**src/rtl/dfl_pkg.sv**
```systemverilog
`timescale 1ns / 1ps

package dfl_pkg;

    // longest word in characters; further word characters are dropped
    localparam int MAX_WORD = 256;
    localparam int WL_W     = $clog2(MAX_WORD + 1);

    // bundles held between lexer front and result back end
    localparam int QUEUE_DEPTH = 4;
    localparam int QPTR_W      = $clog2(QUEUE_DEPTH);
    localparam int QCNT_W      = $clog2(QUEUE_DEPTH + 1);

    typedef logic [WL_W-1:0] wlen_t;

    typedef enum logic [2:0] {
        TK_CHAR     = 3'd0,
        TK_WORD_END = 3'd1,
        TK_EQUAL    = 3'd2,
        TK_LBRACE   = 3'd3,
        TK_RBRACE   = 3'd4,
        TK_EOF      = 3'd5
    } tk_kind_t;

    typedef enum logic [3:0] {
        MODE_NEUTRAL = 4'b0001,
        MODE_QUOTE   = 4'b0010,
        MODE_WORD    = 4'b0100,
        MODE_MACRO   = 4'b1000
    } lex_mode_t;

    localparam logic [7:0] CH_TAB    = 8'h09;
    localparam logic [7:0] CH_LF     = 8'h0A;
    localparam logic [7:0] CH_CR     = 8'h0D;
    localparam logic [7:0] CH_SPACE  = 8'h20;
    localparam logic [7:0] CH_QUOTE  = 8'h22;
    localparam logic [7:0] CH_DOLLAR = 8'h24;
    localparam logic [7:0] CH_LPAREN = 8'h28;
    localparam logic [7:0] CH_RPAREN = 8'h29;
    localparam logic [7:0] CH_COMMA  = 8'h2C;
    localparam logic [7:0] CH_EQUAL  = 8'h3D;
    localparam logic [7:0] CH_LBRACE = 8'h7B;
    localparam logic [7:0] CH_RBRACE = 8'h7D;

    typedef struct packed {
        tk_kind_t   kind;
        logic [7:0] ch;
    } item_t;

    // up to three results from one byte, in delivery order from index 0
    typedef struct packed {
        logic [1:0]      count;
        item_t [2:0]     item;
    } bundle_t;

    typedef struct packed {
        logic full;
        logic empty;
    } q_status_t;

endpackage

```
**src/rtl/display_file_lexer_unit.sv**
```systemverilog
`timescale 1ns / 1ps

// Display file lexer: takes one text byte per transaction (or an end-of-input
// marker) and turns it into zero to three result transactions: word
// characters, word end, '=', '{', '}' and end of file, with m_last set on the
// final result of each byte. $(name) text passes through as word characters;
// characters past MAX_WORD in one word are dropped. A byte is accepted every
// cycle while the four-entry bundle queue between the lexer front and the
// result back end has room; the back end hands out one result per cycle
// while the queue holds bundles and m_ready is high, so the results of one
// byte leave one at a time and the output port sets the sustained rate when
// multi-result bytes cluster. A taken byte's results are written into the
// bundle queue and then pass through the output register.

module display_file_lexer_unit import dfl_pkg::*; (
    input  logic       aclk,
    input  logic       aresetn,
    input  logic       s_valid,
    output logic       s_ready,
    input  logic [7:0] s_character,
    input  logic       s_end_of_input,
    output logic       m_valid,
    input  logic       m_ready,
    output logic [2:0] m_token_kind,
    output logic [7:0] m_word_char,
    output logic       m_last
);

    q_status_t q_status;
    logic      push;
    bundle_t   push_data;
    logic      pop;
    bundle_t   head;

    // front: mode machine, word length limit, packs each byte's results
    dfl_front u_front (
        .aclk           (aclk),
        .aresetn        (aresetn),
        .s_valid        (s_valid),
        .s_ready        (s_ready),
        .s_character    (s_character),
        .s_end_of_input (s_end_of_input),
        .q_status       (q_status),
        .push           (push),
        .push_data      (push_data)
    );

    // decouples byte intake from result delivery
    dfl_queue u_queue (
        .aclk      (aclk),
        .aresetn   (aresetn),
        .push      (push),
        .push_data (push_data),
        .pop       (pop),
        .status    (q_status),
        .head      (head)
    );

    // back: unpacks a bundle into single results through an output register
    dfl_back u_back (
        .aclk         (aclk),
        .aresetn      (aresetn),
        .q_status     (q_status),
        .head         (head),
        .pop          (pop),
        .m_valid      (m_valid),
        .m_ready      (m_ready),
        .m_token_kind (m_token_kind),
        .m_word_char  (m_word_char),
        .m_last       (m_last)
    );

endmodule

```
**src/rtl/dfl_front.sv**
```systemverilog
`timescale 1ns / 1ps

module dfl_front import dfl_pkg::*; (
    input  logic       aclk,
    input  logic       aresetn,
    input  logic       s_valid,
    output logic       s_ready,
    input  logic [7:0] s_character,
    input  logic       s_end_of_input,
    input  q_status_t  q_status,
    output logic       push,
    output bundle_t    push_data
);

    lex_mode_t mode_reg, mode_next;
    logic      rtq_reg, rtq_next;
    logic      dp_reg, dp_next;
    wlen_t     wl_reg, wl_next;

    bundle_t   plan;
    bundle_t   emit;
    logic      quote_c;
    logic      accept;

    function automatic bundle_t add_item(bundle_t b, tk_kind_t k, logic [7:0] c);
        bundle_t r;
        r = b;
        if (b.count != 2'd3) begin
            r.item[b.count].kind = k;
            r.item[b.count].ch   = (k == TK_CHAR) ? c : 8'h00;
            r.count              = b.count + 2'd1;
        end
        return r;
    endfunction

    assign s_ready = !q_status.full;
    assign accept  = s_valid && s_ready;

    // first pass: results the byte asks for, and the new mode bits
    always_comb begin
        plan      = '0;
        mode_next = mode_reg;
        rtq_next  = rtq_reg;
        dp_next   = dp_reg;
        quote_c   = 1'b1;
        if (s_end_of_input) begin
            plan      = add_item(plan, TK_EOF, 8'h00);
            mode_next = MODE_NEUTRAL;
            rtq_next  = 1'b0;
            dp_next   = 1'b0;
        end else begin
            unique case (mode_reg)
                MODE_NEUTRAL: begin
                    if (dp_reg) begin
                        plan    = add_item(plan, TK_CHAR, CH_DOLLAR);
                        plan    = add_item(plan, TK_CHAR, s_character);
                        dp_next = 1'b0;
                        if (s_character == CH_LPAREN) begin
                            mode_next = MODE_MACRO;
                            rtq_next  = 1'b0;
                        end
                    end else begin
                        unique case (s_character) inside
                            CH_EQUAL, CH_LBRACE, CH_RBRACE: begin
                                if (s_character == CH_EQUAL)
                                    plan = add_item(plan, TK_EQUAL, 8'h00);
                                else if (s_character == CH_LBRACE)
                                    plan = add_item(plan, TK_LBRACE, 8'h00);
                                else
                                    plan = add_item(plan, TK_RBRACE, 8'h00);
                                mode_next = MODE_NEUTRAL;
                                rtq_next  = 1'b0;
                                dp_next   = 1'b0;
                            end
                            CH_QUOTE:  mode_next = MODE_QUOTE;
                            CH_DOLLAR: dp_next = 1'b1;
                            CH_SPACE, CH_TAB, CH_CR, CH_LF: begin
                            end
                            CH_LPAREN, CH_COMMA, CH_RPAREN: begin
                                plan      = add_item(plan, TK_CHAR, s_character);
                                plan      = add_item(plan, TK_WORD_END, 8'h00);
                                mode_next = MODE_NEUTRAL;
                                rtq_next  = 1'b0;
                                dp_next   = 1'b0;
                            end
                            default: begin
                                plan      = add_item(plan, TK_CHAR, s_character);
                                mode_next = MODE_WORD;
                            end
                        endcase
                    end
                end
                MODE_QUOTE: begin
                    if (dp_reg) begin
                        plan    = add_item(plan, TK_CHAR, CH_DOLLAR);
                        dp_next = 1'b0;
                        if (s_character == CH_LPAREN) begin
                            plan      = add_item(plan, TK_CHAR, s_character);
                            mode_next = MODE_MACRO;
                            rtq_next  = 1'b1;
                            quote_c   = 1'b0;
                        end
                    end
                    if (quote_c) begin
                        if (s_character == CH_QUOTE) begin
                            plan      = add_item(plan, TK_WORD_END, 8'h00);
                            mode_next = MODE_NEUTRAL;
                            rtq_next  = 1'b0;
                            dp_next   = 1'b0;
                        end else if (s_character == CH_DOLLAR) begin
                            dp_next = 1'b1;
                        end else begin
                            plan = add_item(plan, TK_CHAR, s_character);
                        end
                    end
                end
                MODE_WORD: begin
                    unique case (s_character) inside
                        CH_SPACE, CH_TAB, CH_CR, CH_LF, CH_QUOTE, CH_EQUAL,
                        CH_LPAREN, CH_COMMA, CH_RPAREN: begin
                            // word closes, delimiter handled again as neutral
                            plan      = add_item(plan, TK_WORD_END, 8'h00);
                            mode_next = MODE_NEUTRAL;
                            rtq_next  = 1'b0;
                            dp_next   = 1'b0;
                            if (s_character == CH_QUOTE) begin
                                mode_next = MODE_QUOTE;
                            end else if (s_character == CH_EQUAL) begin
                                plan = add_item(plan, TK_EQUAL, 8'h00);
                            end else if (s_character == CH_LPAREN ||
                                         s_character == CH_COMMA ||
                                         s_character == CH_RPAREN) begin
                                plan = add_item(plan, TK_CHAR, s_character);
                                plan = add_item(plan, TK_WORD_END, 8'h00);
                            end
                        end
                        default: plan = add_item(plan, TK_CHAR, s_character);
                    endcase
                end
                MODE_MACRO: begin
                    plan = add_item(plan, TK_CHAR, s_character);
                    if (s_character == CH_RPAREN) begin
                        mode_next = rtq_reg ? MODE_QUOTE : MODE_NEUTRAL;
                        rtq_next  = 1'b0;
                    end
                end
                default: begin
                    mode_next = MODE_NEUTRAL;
                    rtq_next  = 1'b0;
                    dp_next   = 1'b0;
                end
            endcase
        end
    end

    // second pass: word length limit, tokens restart the count
    always_comb begin
        emit    = '0;
        wl_next = wl_reg;
        for (int i = 0; i < 3; i++) begin
            if (2'(i) < plan.count) begin
                if (plan.item[i].kind == TK_CHAR) begin
                    if (wl_next < WL_W'(MAX_WORD)) begin
                        emit    = add_item(emit, TK_CHAR, plan.item[i].ch);
                        wl_next = wl_next + 1'b1;
                    end
                end else begin
                    emit    = add_item(emit, plan.item[i].kind, 8'h00);
                    wl_next = '0;
                end
            end
        end
    end

    assign push      = accept && (emit.count != 2'd0);
    assign push_data = emit;

    always_ff @(posedge aclk) begin
        if (!aresetn) begin
            mode_reg <= MODE_NEUTRAL;
            rtq_reg  <= 1'b0;
            dp_reg   <= 1'b0;
            wl_reg   <= '0;
        end else if (accept) begin
            mode_reg <= mode_next;
            rtq_reg  <= rtq_next;
            dp_reg   <= dp_next;
            wl_reg   <= wl_next;
        end
    end

endmodule

```
**src/rtl/dfl_queue.sv**
```systemverilog
`timescale 1ns / 1ps

module dfl_queue import dfl_pkg::*; (
    input  logic      aclk,
    input  logic      aresetn,
    input  logic      push,
    input  bundle_t   push_data,
    input  logic      pop,
    output q_status_t status,
    output bundle_t   head
);

    bundle_t            mem_reg [QUEUE_DEPTH];
    logic [QPTR_W-1:0]  wr_ptr_reg, wr_ptr_next;
    logic [QPTR_W-1:0]  rd_ptr_reg, rd_ptr_next;
    logic [QCNT_W-1:0]  cnt_reg, cnt_next;
    logic               do_push;
    logic               do_pop;

    assign status.full  = (cnt_reg == QCNT_W'(QUEUE_DEPTH));
    assign status.empty = (cnt_reg == '0);
    assign do_push      = push && !status.full;
    assign do_pop       = pop && !status.empty;
    assign head         = mem_reg[rd_ptr_reg];

    always_comb begin
        wr_ptr_next = do_push ? wr_ptr_reg + 1'b1 : wr_ptr_reg;
        rd_ptr_next = do_pop ? rd_ptr_reg + 1'b1 : rd_ptr_reg;
        cnt_next    = cnt_reg;
        if (do_push && !do_pop)
            cnt_next = cnt_reg + 1'b1;
        else if (do_pop && !do_push)
            cnt_next = cnt_reg - 1'b1;
    end

    always_ff @(posedge aclk) begin
        if (do_push)
            mem_reg[wr_ptr_reg] <= push_data;
    end

    always_ff @(posedge aclk) begin
        if (!aresetn) begin
            wr_ptr_reg <= '0;
            rd_ptr_reg <= '0;
            cnt_reg    <= '0;
        end else begin
            wr_ptr_reg <= wr_ptr_next;
            rd_ptr_reg <= rd_ptr_next;
            cnt_reg    <= cnt_next;
        end
    end

endmodule

```
**src/rtl/dfl_back.sv**
```systemverilog
`timescale 1ns / 1ps

module dfl_back import dfl_pkg::*; (
    input  logic       aclk,
    input  logic       aresetn,
    input  q_status_t  q_status,
    input  bundle_t    head,
    output logic       pop,
    output logic       m_valid,
    input  logic       m_ready,
    output logic [2:0] m_token_kind,
    output logic [7:0] m_word_char,
    output logic       m_last
);

    logic [1:0] idx_reg, idx_next;
    logic       valid_reg, valid_next;
    tk_kind_t   kind_reg, kind_next;
    logic [7:0] char_reg, char_next;
    logic       last_reg, last_next;
    logic       load;
    logic       at_end;

    assign load   = !q_status.empty && (!valid_reg || m_ready);
    assign at_end = (idx_reg == head.count - 2'd1);
    assign pop    = load && at_end;

    always_comb begin
        idx_next   = idx_reg;
        valid_next = valid_reg && !m_ready;
        kind_next  = kind_reg;
        char_next  = char_reg;
        last_next  = last_reg;
        if (load) begin
            valid_next = 1'b1;
            kind_next  = head.item[idx_reg].kind;
            char_next  = head.item[idx_reg].ch;
            last_next  = at_end;
            idx_next   = at_end ? 2'd0 : idx_reg + 2'd1;
        end
    end

    always_ff @(posedge aclk) begin
        kind_reg <= kind_next;
        char_reg <= char_next;
        last_reg <= last_next;
    end

    always_ff @(posedge aclk) begin
        if (!aresetn) begin
            idx_reg   <= 2'd0;
            valid_reg <= 1'b0;
        end else begin
            idx_reg   <= idx_next;
            valid_reg <= valid_next;
        end
    end

    assign m_valid      = valid_reg;
    assign m_token_kind = kind_reg;
    assign m_word_char  = char_reg;
    assign m_last       = last_reg;

endmodule
```
**config.mk**
```make
export PLATFORM = sky130hd
export DESIGN_NAME = display_file_lexer_unit
export DESIGN_NICKNAME = d
export VERILOG_FILES = /design/src/rtl/dfl_pkg.sv /design/src/rtl/display_file_lexer_unit.sv /design/src/rtl/dfl_front.sv /design/src/rtl/dfl_queue.sv /design/src/rtl/dfl_back.sv
export SDC_FILE = /design/constraint.sdc
export NUM_CORES = 1
export LEC_CHECK = 0
export BUFFER_PORTS_ARGS = -buffer_cell sky130_fd_sc_hd__buf_4
export CAP_MARGIN = 10
export CORE_ASPECT_RATIO = 0.75
export CORE_MARGIN = 8
export CORE_UTILIZATION = 62
export DETAILED_ROUTE_END_ITERATION = 10
export GPL_TIMING_DRIVEN = 1
export HOLD_SLACK_MARGIN = 0.06
export PLACE_DENSITY = 0.86
export RECOVER_POWER = 100
export SYNTH_ARGS = -nofsm -noshare
export SYNTH_HDL_FRONTEND = slang
export SYNTH_SLANG_ARGS = --single-unit
```
**constraint.sdc**
```tcl
create_clock -name aclk -period 6.85 [get_ports aclk]
set_clock_uncertainty 0.1 [all_clocks]
set_input_delay 1.0275 -clock aclk [delete_from_list [all_inputs] [get_ports aclk]]
set_output_delay 1.0275 -clock aclk [all_outputs]
set_load 0.02 [all_outputs]
```
==> flow_summary.json <==
{
  "cp.required_ns": 7.09,
  "regArea_um2": 4740,
  "critPathMaxFanout": 13,
  "hp-class": "register to register",
  "setup_violations": 0,
  "arrival_ns": 6.04,
  "synth_area_per_cell_um2": 12.9,
  "violations": "max-capacitance violations, max-slew violations",
  "final.period_utilization_pct": 84.6,
  "worstSetupEndpointType": "register",
  "dp_hpwl_um": 13400,
  "cts_tree": "done",
  "synth_top_cell_area_share_pct": 51.7,
  "n_fill_cell": 901,
  "whs_ns": 0.387,
  "cts_root_buffer": "clkbuf_16",
  "clk_pin_slew_ns": 0.07,
  "fin_crit_ns": 5.79,
  "cts.htree.levels": 4,
  "postSynthCellCount": 631,
  "num_rows": 36,
  "gp_congestion": 0.982,
  "grt_max_degree": 33,
  "synthFlopType": "edfxtp_1",
  "ys_ff_latch": 167,
  "maxSlewViolCount": 19,
  "clock_path_buffers": 2,
  "tns_ns": 0,
  "core_area_um2": 12900,
  "worstSetupPathType": "input port to register",
  "insertedDiodeCount": 0,
  "cp-start-kind": "input port",
  "fp.dieH_um": 115,
  "die_w_um": 148,
  "hold_viol": 0,
  "synth_edf_count": 140,
  "clkSinkCount": 167,
  "drv_cap": 1,
  "ys_seq_area_share_pct": 58.4,
  "hold_buffers": 0,
  "antenna_found_initial": 0,
  "cts_resized": 0,
  "largest_reg_flops": 128,
  "async_flop_share_pct": 0,
  "multi_input_area_um2": 3200,
  "wirelength_um": 20100,
  "synth_top_area_cell": "edfxtp_1",
  "drive_gt1_share_pct": 12.7,
  "drtIter0Drc": 835,
  "vias": 5723,
  "cts_buffers": 17,
  "viasPerCell": 6.64,
  "netlist_top_cells_area": "edfxtp_1 (52%), mux4_2 (8.9%), dfxtp_1 (6.7%)",
  "fin_nets": 700,
  "tightest_slew_ns": 2.06,
  "dieArea_um2": 17100,
  "syn_area_um2": 8130,
  "status": "finished, violations left",
  "postRouteAntennaNets": 0,
  "clock.fmax_ghz": 0.173,
  "area_growth_pct": 10.8,
  "track_usage_pct": 24.1,
  "portBuffers": 26,
  "yosysWarnings": 0,
  "ir_drop_mv": 0.257,
  "leakagePower_nw": 3.04,
  "wire_per_inst_um": 23.4,
  "grt_pass1_wl_um": 30800,
  "grt_pass1_vias": 5493,
  "grt_setup_unrepaired": "false",
  "slew_headroom_pct": -37.6,
  "initial_core_util_pct": 63.1,
  "clock_latency_ns": 0.43,
  "grt_overflow_total": 0,
  "p_per_area_nw_per_um2": 345,
  "synth.distinct_cells": 71,
  "post-cts-setup-buffer-count": 0,
  "firstDrtPassIters": 5,
  "reg2reg_depth": 16,
  "io-pin-count": 27,
  "holdPathStages": 2,
  "drc": 0
}
[through the flow]
step	setup slack, ns	util, %	cell area [µm²]	cells	power [W]
global route	0.633	69.9	9000	862	0.00324
floorplan	1.64	-	8240	662	0.00196
detailed placement	1.24	66.3	8540	830	0.00224
CTS	1.65	70.8	9120	862	0.00316
global placement	1.44	66.3	8540	830	0.00219
finish	1.06	69.9	9000	862	0.00311
[cells in the mapped netlist (all sizes together), types with 8 or more instances]
master,count
a21oi,39
a31oi,8
and2,21
buf,20
clkbuf,18
dfxtp,27
edfxtp,140
ha,8
inv,22
mux2i,15
mux4,32
nand2,40
nand2b,8
nand3,20
nor2,36
nor3,14
o21ai,28
o22ai,9
xnor2,9
[layout by cell type (no fill, tap or decap), types with 7 or more instances in the layout]
| master | Yosys | layout |
|---|---|---|
| nand2b_1 | 8 | 8 |
| o21ai_0 | 24 | 26 |
| nand3_1 | 19 | 19 |
| a211oi_1 | 6 | 7 |
| a31oi_1 | 8 | 8 |
| conb_1 | 1 | 32 |
| dfxtp_1 | 27 | 27 |
| xnor2_1 | 9 | 9 |
| a21oi_1 | 39 | 39 |
| edfxtp_1 | 140 | 140 |
| mux4_2 | 32 | 32 |
| inv_1 | 22 | 22 |
| ha_1 | 8 | 8 |
| mux2i_1 | 15 | 15 |
| clkbuf_16 | 0 | 17 |
| buf_4 | 2 | 11 |
| o31ai_1 | 7 | 7 |
| nand2_1 | 40 | 40 |
| and2_0 | 0 | 17 |
| nand4_1 | 7 | 7 |
| xor2_1 | 7 | 7 |
| nor3_1 | 12 | 13 |
| o22ai_1 | 9 | 9 |
| nor2_1 | 36 | 36 |
| clkbuf_1 | 18 | 19 |
[area by class of cell]
class | instances | share of cell area, %
clock buffers | 17 | 4.72
clock inverters | 15 | 1.71
flip-flops and latches | 167 | 52.7
inverters | 22 | 0.917
well taps | 171 | 2.38
multi-input cells | 435 | 35.6
repair buffers | 35 | 2.01
[power by group]
part / switching (W) / total [W] / internal, W
Clock: 0.000437 / 0.000923 / 0.000486
Combinational: 0.000510 / 0.000817 / 0.000306
Sequential: 0.0000682 / 0.00137 / 0.00130
Total: 0.00102 / 0.00311 / 0.00209
[worst paths after layout]
kind / end / startpoint / slack (ns)
setup / recovery: u_queue.cnt_reg[2]$_SDFFE_PN0P_ / s_character[0] / 1.06
hold / removal: u_back.m_valid$_SDFF_PN0_ / u_back.m_valid$_SDFF_PN0_ / 0.39
setup reg to reg: u_queue.cnt_reg[2]$_SDFFE_PN0P_ / u_front.mode_reg[0]$_SDFFE_PN1P_ / 1.60
hold reg to reg: u_back.m_valid$_SDFF_PN0_ / u_back.m_valid$_SDFF_PN0_ / 0.39
[per-layer routing]
metal | global-route usage [%] | routed length, µm
met5 | 0 | 0
met4 | 9.08 | 344
met3 | 6.53 | 1890
met2 | 38.8 | 9820
met1 | 31.0 | 8100
[worst max-delay path: stages]
cell and delay (ns):
clkbuf_1 0.46, nand4b_1 0.31, or4_1 0.62, a21oi_1 0.29
nand3_2 0.25, nor3_2 0.30, o21ai_1 0.21, ha_1 0.41
or3_1 0.13, o31ai_1 0.06, a31oi_1 0.54, ha_1 0.31
inv_1 0.07, fa_1 0.43, xor2_1 0.18, or3_1 0.31
a21oi_1 0.14
[kinds of logic after synthesis]
family	Yosys count	share of synthesized area (%)
buffers and inverters	60	3.28
flip-flops	167	58.4
adder cells (fa/ha/maj)	9	1.48
multiplexers	47	10.7
other	1	0.0461
AO/OA/AOI/OAI	139	11.1
XOR/XNOR	16	1.72
AND/OR/NAND/NOR	192	13.2
Note: power is estimated with default switching activity, not from simulation.
